<file path="src/hdl/xoxf_pkg.sv">
package xoxf_pkg;

    localparam int DEPTH = 8;
    localparam int PTR_W = (DEPTH > 1) ? $clog2(DEPTH) : 1;
    localparam int CNT_W = $clog2(DEPTH + 1);
    localparam int UPPER_W = 4;
    localparam int LOWER_W = 3;
    localparam int FILL_W = 4;
    localparam int CMP_W = (CNT_W > UPPER_W) ? CNT_W : UPPER_W;
    localparam int BYTE_W = 8;
    localparam int CFG_IDX_W = 1;
    localparam int CFG_DATA_W = UPPER_W;

    localparam logic [UPPER_W-1:0] UPPER_RESET = 4'd8;
    localparam logic [LOWER_W-1:0] LOWER_RESET = 3'd2;

    typedef logic [1:0] t_flow;
    localparam t_flow FLOW_NONE = 2'd0;
    localparam t_flow FLOW_XON  = 2'd1;
    localparam t_flow FLOW_XOFF = 2'd2;

    localparam logic CMD_PUSH = 1'b0;
    localparam logic CMD_POP  = 1'b1;

    localparam logic [CFG_IDX_W-1:0] CFG_UPPER = 1'b0;
    localparam logic [CFG_IDX_W-1:0] CFG_LOWER = 1'b1;

    localparam logic [BYTE_W-1:0] CH_LF        = 8'd10;
    localparam logic [BYTE_W-1:0] CH_CR        = 8'd13;
    localparam logic [BYTE_W-1:0] CH_EOF       = 8'd26;
    localparam logic [BYTE_W-1:0] CH_PRINTABLE = 8'd32;

    typedef enum logic [1:0] {
        S_IDLE = 2'b01,
        S_READ = 2'b10
    } t_state;

    function automatic logic is_consumable(input logic [BYTE_W-1:0] b);
        return (b >= CH_PRINTABLE) || (b == CH_CR) || (b == CH_LF) || (b == CH_EOF);
    endfunction

endpackage

</file>
<file path="src/hdl/xoxf_ram.sv">
module xoxf_ram #(
    parameter int WIDTH = 8,
    parameter int DEPTH = 8
) (
    input  logic                     i_clk,
    input  logic                     i_we,
    input  logic [$clog2(DEPTH)-1:0] i_waddr,
    input  logic [WIDTH-1:0]         i_wdata,
    input  logic [$clog2(DEPTH)-1:0] i_raddr,
    output logic [WIDTH-1:0]         o_rdata
);

    logic [WIDTH-1:0] r_mem [DEPTH];
    logic [WIDTH-1:0] r_rdata;

    always_ff @(posedge i_clk) begin
        if (i_we) begin
            r_mem[i_waddr] <= i_wdata;
        end
        r_rdata <= r_mem[i_raddr];
    end

    assign o_rdata = r_rdata;

endmodule

</file>
<file path="src/hdl/xon_xoff_receive_fifo.sv">
// Channel   Handshake                   Payload
// command   i_start / o_busy            i_cmd, i_rx_byte
// result    o_done (one-cycle strobe)   o_pop_valid, o_pop_byte, o_consumable,
//                                       o_flow_send, o_overflow, o_fill_level
// config    i_cfg_valid / o_cfg_ready   i_cfg_index, i_cfg_data
//
// A push, or a pop from an empty FIFO, has its result strobed in the next cycle.
// A pop with data waits in S_READ for the registered read of the byte RAM;
// o_busy is high while in S_READ, and the result strobes after it.
// i_rst_n is synchronous; the byte RAM keeps no reset, entries are read only once pushed.
// The receiver cannot stall: o_done marks each result for exactly one cycle.
module xon_xoff_receive_fifo
    import xoxf_pkg::*;
(
    input  logic                  i_clk,
    input  logic                  i_rst_n,
    input  logic                  i_start,
    output logic                  o_busy,
    input  logic                  i_cmd,
    input  logic [BYTE_W-1:0]     i_rx_byte,
    output logic                  o_done,
    output logic                  o_pop_valid,
    output logic [BYTE_W-1:0]     o_pop_byte,
    output logic                  o_consumable,
    output logic [1:0]            o_flow_send,
    output logic                  o_overflow,
    output logic [FILL_W-1:0]     o_fill_level,
    input  logic                  i_cfg_valid,
    output logic                  o_cfg_ready,
    input  logic [CFG_IDX_W-1:0]  i_cfg_index,
    input  logic [CFG_DATA_W-1:0] i_cfg_data
);

    t_state               r_state, n_state;
    logic [PTR_W-1:0]     r_rd_ptr, n_rd_ptr;
    logic [PTR_W-1:0]     r_wr_ptr, n_wr_ptr;
    logic [CNT_W-1:0]     r_count, n_count;
    logic                 r_send_ok, n_send_ok;
    t_flow                r_pend_flow, n_pend_flow;
    logic [UPPER_W-1:0]   r_upper;
    logic [LOWER_W-1:0]   r_lower;

    logic                 r_done, n_done;
    logic                 r_pop_valid, n_pop_valid;
    logic [BYTE_W-1:0]    r_pop_byte, n_pop_byte;
    logic                 r_consumable, n_consumable;
    t_flow                r_flow, n_flow;
    logic                 r_overflow, n_overflow;
    logic [FILL_W-1:0]    r_fill, n_fill;

    logic                 accept;
    logic                 ram_we;
    logic [BYTE_W-1:0]    ram_rdata;
    logic [CNT_W-1:0]     cnt_new;
    logic [CMP_W-1:0]     cnt_ext;

    assign accept = i_start && (r_state == S_IDLE);

    function automatic logic [PTR_W-1:0] next_slot(input logic [PTR_W-1:0] p);
        return (p == PTR_W'(DEPTH - 1)) ? '0 : p + 1'b1;
    endfunction

    xoxf_ram #(
        .WIDTH(BYTE_W),
        .DEPTH(DEPTH)
    ) u_store (
        .i_clk  (i_clk),
        .i_we   (ram_we),
        .i_waddr(r_wr_ptr),
        .i_wdata(i_rx_byte),
        .i_raddr(r_rd_ptr),
        .o_rdata(ram_rdata)
    );

    always_comb begin
        n_state      = r_state;
        n_rd_ptr     = r_rd_ptr;
        n_wr_ptr     = r_wr_ptr;
        n_count      = r_count;
        n_send_ok    = r_send_ok;
        n_pend_flow  = r_pend_flow;
        n_done       = 1'b0;
        n_pop_valid  = r_pop_valid;
        n_pop_byte   = r_pop_byte;
        n_consumable = r_consumable;
        n_flow       = r_flow;
        n_overflow   = r_overflow;
        n_fill       = r_fill;
        ram_we       = 1'b0;
        cnt_new      = r_count;
        cnt_ext      = CMP_W'(r_count);

        case (r_state)
            S_READ: begin
                // read data lands now; finish the pop
                n_state      = S_IDLE;
                n_done       = 1'b1;
                n_pop_valid  = 1'b1;
                n_pop_byte   = ram_rdata;
                n_consumable = is_consumable(ram_rdata);
                n_flow       = r_pend_flow;
                n_overflow   = 1'b0;
                n_fill       = cnt_ext[FILL_W-1:0];
            end
            S_IDLE: begin
                if (accept) begin
                    if (i_cmd == CMD_PUSH) begin
                        n_overflow = 1'b0;
                        if (r_count >= CNT_W'(DEPTH)) begin
                            n_overflow = 1'b1;
                        end else begin
                            ram_we   = 1'b1;
                            n_wr_ptr = next_slot(r_wr_ptr);
                            cnt_new  = r_count + 1'b1;
                        end
                        n_count = cnt_new;
                        cnt_ext = CMP_W'(cnt_new);
                        n_flow  = FLOW_NONE;
                        if ((cnt_ext >= CMP_W'(r_upper)) && r_send_ok) begin
                            n_send_ok = 1'b0;
                            n_flow    = FLOW_XOFF;
                        end
                        n_done       = 1'b1;
                        n_pop_valid  = 1'b0;
                        n_pop_byte   = '0;
                        n_consumable = 1'b0;
                        n_fill       = cnt_ext[FILL_W-1:0];
                    end else if (r_count != '0) begin
                        cnt_new     = r_count - 1'b1;
                        cnt_ext     = CMP_W'(cnt_new);
                        n_count     = cnt_new;
                        n_rd_ptr    = next_slot(r_rd_ptr);
                        n_pend_flow = FLOW_NONE;
                        if ((cnt_ext <= CMP_W'(r_lower)) && !r_send_ok) begin
                            n_send_ok   = 1'b1;
                            n_pend_flow = FLOW_XON;
                        end
                        n_state = S_READ;
                    end else begin
                        n_done       = 1'b1;
                        n_pop_valid  = 1'b0;
                        n_pop_byte   = '0;
                        n_consumable = 1'b0;
                        n_flow       = FLOW_NONE;
                        n_overflow   = 1'b0;
                        n_fill       = '0;
                    end
                end
            end
            default: begin
                n_state = S_IDLE;
            end
        endcase
    end

    always_ff @(posedge i_clk) begin
        if (!i_rst_n) begin
            r_state   <= S_IDLE;
            r_rd_ptr  <= '0;
            r_wr_ptr  <= '0;
            r_count   <= '0;
            r_send_ok <= 1'b1;
            r_done    <= 1'b0;
        end else begin
            r_state   <= n_state;
            r_rd_ptr  <= n_rd_ptr;
            r_wr_ptr  <= n_wr_ptr;
            r_count   <= n_count;
            r_send_ok <= n_send_ok;
            r_done    <= n_done;
        end
    end

    always_ff @(posedge i_clk) begin
        r_pend_flow  <= n_pend_flow;
        r_pop_valid  <= n_pop_valid;
        r_pop_byte   <= n_pop_byte;
        r_consumable <= n_consumable;
        r_flow       <= n_flow;
        r_overflow   <= n_overflow;
        r_fill       <= n_fill;
    end

    always_ff @(posedge i_clk) begin
        if (!i_rst_n) begin
            r_upper <= UPPER_RESET;
            r_lower <= LOWER_RESET;
        end else if (i_cfg_valid) begin
            case (i_cfg_index)
                CFG_UPPER: r_upper <= i_cfg_data[UPPER_W-1:0];
                CFG_LOWER: r_lower <= i_cfg_data[LOWER_W-1:0];
                default: begin
                end
            endcase
        end
    end

    assign o_busy       = (r_state == S_READ);
    assign o_cfg_ready  = 1'b1;
    assign o_done       = r_done;
    assign o_pop_valid  = r_pop_valid;
    assign o_pop_byte   = r_pop_byte;
    assign o_consumable = r_consumable;
    assign o_flow_send  = r_flow;
    assign o_overflow   = r_overflow;
    assign o_fill_level = r_fill;

    a_busy_one_cycle: assert property (@(posedge i_clk) disable iff (!i_rst_n)
        o_busy |=> !o_busy)
        else $error("read wait lasted more than one cycle");

    a_busy_then_done: assert property (@(posedge i_clk) disable iff (!i_rst_n)
        o_busy |=> o_done && o_pop_valid)
        else $error("pop finished without a result");

    a_count_bound: assert property (@(posedge i_clk) disable iff (!i_rst_n)
        r_count <= CNT_W'(DEPTH))
        else $error("entry count above depth");

    a_xoff_clears: assert property (@(posedge i_clk) disable iff (!i_rst_n)
        (o_done && (o_flow_send == FLOW_XOFF)) |-> !r_send_ok)
        else $error("XOFF sent while sending still allowed");

    a_pop_goes_read: assert property (@(posedge i_clk) disable iff (!i_rst_n)
        (accept && (i_cmd == CMD_POP) && (r_count != '0)) |=> o_busy)
        else $error("pop with data did not wait for the RAM");

endmodule
</file>
<file path="config.mk">
export PLATFORM = sky130hd
export DESIGN_NAME = xon_xoff_receive_fifo
export DESIGN_NICKNAME = d
export VERILOG_FILES = /design/src/hdl/xoxf_pkg.sv /design/src/hdl/xoxf_ram.sv /design/src/hdl/xon_xoff_receive_fifo.sv
export SDC_FILE = /design/constraint.sdc
export NUM_CORES = 1
export LEC_CHECK = 0
export BUFFER_PORTS_ARGS = -buffer_cell sky130_fd_sc_hd__buf_2
export CORE_MARGIN = 4
export CORE_UTILIZATION = 41
export CTS_CLUSTER_SIZE = 10
export DETAILED_ROUTE_END_ITERATION = 12
export PLACE_DENSITY = 0.57
export SYNTH_ARGS = -nofsm -noshare
export SYNTH_HDL_FRONTEND = slang
export SYNTH_SLANG_ARGS = --single-unit
export TNS_END_PERCENT = 100
</file>
<file path="constraint.sdc">
create_clock -name i_clk -period 6.78 [get_ports i_clk]
set_input_delay 0 -clock i_clk [delete_from_list [all_inputs] [get_ports i_clk]]
set_output_delay 0 -clock i_clk [all_outputs]
set_load 0.005 [all_outputs]
</file>
==> qor.log <==
qor: clock_network.clkSlewWorstSetupHoldPaths 0.10 ns
qor: routing.post_drt_via_cell_ratio 5.00
qor: logic_synthesis.synth.distinct_cells 46
qor: worst_setup_path.worst-path-max-fanout 17
qor: timing.max_freq 340 MHz
qor: grt.wire_length_of_the_first_global_routing_pass 13900 µm
qor: timing.layout_worst_path_cycle_share 43.4%
qor: floorplanning.floorplan.initialDensity 42.2%
qor: timing.slew_headroom 26.8%
qor: power_and_ir_drop.share_comb_of_total_power 20.4%
qor: logic_synthesis.mappedNetlistArea 4600 µm²
qor: routing.first_pass_detailed_route_iteration_total 4
qor: cells_and_area.drive_above_1_share 22.2%
qor: worst_setup_path.crit_end_element flop
qor: grt.grt-ovfl-total 0
qor: cells_and_area.antenna_cells_inserted 0
qor: grt.grt_max_degree 23
qor: run.cap_violations 0
qor: worst_setup_path.arrival 2.94 ns
qor: grt.grt_antenna_before_repair 0
qor: cells_and_area.design.final.nets 402
qor: power_and_ir_drop.seq_power_share 54.4%
qor: worst_setup_path.worst_setup_sp_type flop
qor: timing.worst_hold_slack 0.146 ns
qor: logic_synthesis.synth-edff-count 82
qor: place.port_buffers 36
qor: worst_setup_path.timing.critical_path.max_delay_family simple AND/OR/NAND/NOR gates
qor: logic_synthesis.gate_count_of_the_mapped_netlist 313
qor: power_and_ir_drop.powerDensity 297 nW/µm²
qor: grt.grt_use_total 14.2%
qor: logic_synthesis.synth-seq-cells 111
qor: clock_network.cts_max_level 3
qor: logic_synthesis.synthArstFlopShare 0%
qor: power_and_ir_drop.pwr-share-clk 25.2%
qor: power_and_ir_drop.internal_power_consumption 1.12 mW
qor: timing.max_slew.worst_pin.slew 1.09 ns
qor: floorplanning.die_x 114 µm
qor: timing.hold_violations 0
qor: routing.drtAntennaViolNets 0
qor: floorplanning.core.rowCount 38
qor: timing.setup_total_negative_slack 0 ns
qor: clock_network.clkSinkCount 111
qor: worst_setup_path.critPathSlowestCell nor3_1
qor: place.place_ws 3.74 ns
qor: run_status.outcome completed
qor: timing.drv_slew 0
qor: cells_and_area.final_core_utilization 48.7%
qor: worst_setup_path.worstPathCellList inv_1, ha_1, nand2_2, nor3_2, nand2b_1, nor3_1
qor: worst_setup_path.sum_of_buffers_and_inverters_on_the_critical_path 1
qor: power_and_ir_drop.vdd_ir_drop_max 0.182 mV
qor: logic_synthesis.synth_top_flop_cell edfxtp_1
qor: worst_setup_path.worst-setup-path-type reg2reg
qor: clock_network.clk_latency 0.38 ns
qor: clock_network.ctsRootBufferMaster clkbuf_8
qor: clock_network.clock_tree_from_tritoncts built
qor: grt.vias_in_the_first_global_route 2516
qor: timing.unrepaired_setup_endpoints_after_global_routing false
qor: power_and_ir_drop.fin_total_pwr 1.58 mW
qor: logic_synthesis.ys_seq_area_share 66.2%
qor: clock_network.numCtsBuffers 9
qor: worst_setup_path.critPathRequiredTime 6.78 ns
qor: place.finalWeightedCongestion 0.805
qor: floorplanning.die_area 13000 µm²
qor: floorplanning.io_pins 38
qor: logic_synthesis.synth-warning-count 0
qor: min_path.min_path_type in2reg
qor: routing.drt_drc_violations_left 0
qor: floorplanning.dieHeight 114 µm
qor: place.detailedPlacementHpwl 5770 µm
qor: clock_network.cts.path.max_buffers 2
qor: power_and_ir_drop.p_switching 0.458 mW
qor: cells_and_area.area_delta_synth_final 15.4%
qor: timing.finalSetupViolations 0
qor: timing.final_period_minus_worst_setup_slack 2.94 ns
qor: logic_synthesis.synthesis.area_per_instance 14.7 µm²
qor: worst_setup_path.crit_path_max_incr_delay 0.87 ns
qor: logic_synthesis.syn_nets 346
qor: routing.finalWirelength 8480 µm
qor: power_and_ir_drop.power.share.switching 29.0%
qor: floorplanning.core_region_area 10900 µm²
qor: routing.first_iteration_detailed_routing_drc_count 135
qor: timing.worst_slack 3.84 ns
qor: routing.via_count 2570
qor: power_and_ir_drop.cellLeakagePower 1.92 nW
qor: timing.final.setup_skew 0.0168 ns
qor: routing.drt-wirelength-per-cell 16.5 µm
qor: clock_network.post_cts_resized 0
-- timing repair --
item,in CTS,in global routing
hold endpoints to repair,74,0
hold buffers,20,0
setup buffers,0,0
-- cells by family after synthesis --
logic type,count (synthesis),share of synthesized area [%]
DFF,111,66.2
and+or+nand+nor,84,9.23
AOI/OAI and AO/OA,37,5.42
muxes,30,11.1
buffers and inverters,30,2.91
adders and majority gates,15,4.08
xor gates and xnor gates,5,0.953
other,1,0.0816
-- cell type report --
cell class	instances	area [µm²]
Clock inverter	7	81.3
Fill cell	933	5590
Multi-Input combinational cell	172	1420
Sequential cell	111	3040
Tap cell	140	175
Clock buffer	9	124
Inverter	17	63.8
Timing Repair Buffer	58	395
-- final timing paths --
check                           cells past startpoint               startpoint  slack [ns]                            end
worst min-delay path                                2                    i_cmd        0.15           o_overflow$_DFFE_PP_
worst min register to register                      2  r_lower[2]$_SDFFE_PN0P_        0.47        r_lower[2]$_SDFFE_PN0P_
worst max register to register                      6  r_state[1]$_SDFFE_PN0P_        3.84  u_store.r_mem[0][7]$_DFFE_PP_
worst max-delay path                                6  r_state[1]$_SDFFE_PN0P_        3.84  u_store.r_mem[0][7]$_DFFE_PP_
-- metrics by stage --
step / area [µm²] / cells
floorplan: 4600 / 313
global placement: 4900 / 478
global route: 5300 / 514
detailed placement: 4900 / 478
CTS: 5300 / 514
finish: 5300 / 514
-- Yosys cell counts (2+ instances only) --
cell      number  area, µm²
a21oi_1       11       55.1
ha_1          15        188
nand3_1        7       35.0
edfxtp_1      82       2460
buf_2          2       10.0
nor2b_1        7       43.8
nand2b_1       7       43.8
xnor2_1        3       26.3
mux4_2        16        360
a31oi_1        2       12.5
mux2i_1        6       60.1
nor2_1        25       93.8
nand2_1       15       56.3
inv_1         16       60.1
buf_6          2       22.5
o21ai_0        7       35.0
xor2_1         2       17.5
a21o_1         2       15.0
o211ai_1       2       15.0
clkbuf_1       7       26.3
nor3_1         9       45.0
a311oi_1       2       17.5
a211oi_1       4       30.0
mux2_2         8       90.1
dfxtp_1       29        581
and2b_1        5       37.5
-- routing by layer --
layer	vias up	global-route usage, %	share of wire, %
li1	1272	-	-
met1	1224	21.0	48
met2	64	20.9	45
met3	10	2.81	4.6
met4	0	5.23	1.5
met5	-	0	0
-- worst reg2reg max path, stage by stage (launching register included) --
cell	delay (ns)
dfxtp_1	0.33
inv_1	0.07
ha_1	0.47
nand2_2	0.24
nor3_2	0.41
nand2b_1	0.20
nor3_1	0.87
-- cells in the final DEF (no fill, tap or decap), types with 2 or more instances in the layout --
master	synthesis	final
nor2_1	25	25
clkinv_8	0	2
o211ai_1	2	2
buf_4	1	2
and2b_1	5	5
xnor2_1	3	3
nand2_1	15	15
edfxtp_1	82	82
inv_8	0	2
a21o_1	2	2
a311oi_1	2	2
a21oi_1	11	11
mux2_2	8	8
inv_6	0	2
a31oi_1	2	2
nor2b_1	7	7
o21ai_0	7	7
ha_1	15	15
inv_1	16	16
nand3_1	7	7
a211oi_1	4	4
buf_2	2	36
dfxtp_1	29	29
clkbuf_8	0	9
xor2_1	2	2
nor3_1	9	9
mux2i_1	6	6
dlygate4sd3_1	0	20
mux4_2	16	16
nand2b_1	7	7
-- state kept, by name, summed over array words and instances, names as in the netlist --
| register | flops |
|---|---|
| u_store.r_mem | 64 |
| o_pop_byte | 8 |
| u_store.o_rdata | 8 |
| o_fill_level | 4 |
| r_count | 4 |
| r_upper | 4 |
| r_lower | 3 |
| r_rd_ptr | 3 |
| r_wr_ptr | 3 |
| o_flow_send | 2 |
| r_state | 2 |
| o_consumable | 1 |
| o_done | 1 |
| o_overflow | 1 |
| o_pop_valid | 1 |
| r_pend_flow | 1 |
| r_send_ok | 1 |
-- power by group through the flow --
| stage | logic [mW] | registers [mW] | clock network [mW] |
|---|---|---|---|
| after CTS | 0.328 | 0.859 | 0.407 |
| after floorplan | 0.215 | 0.870 | 0 |
| after global placement | 0.315 | 0.873 | 0 |
| final | 0.322 | 0.858 | 0.397 |
| after global routing | 0.368 | 0.869 | 0.441 |
| after detailed placement | 0.317 | 0.875 | 0 |
No activity file was read; power rests on OpenSTA's default activity.
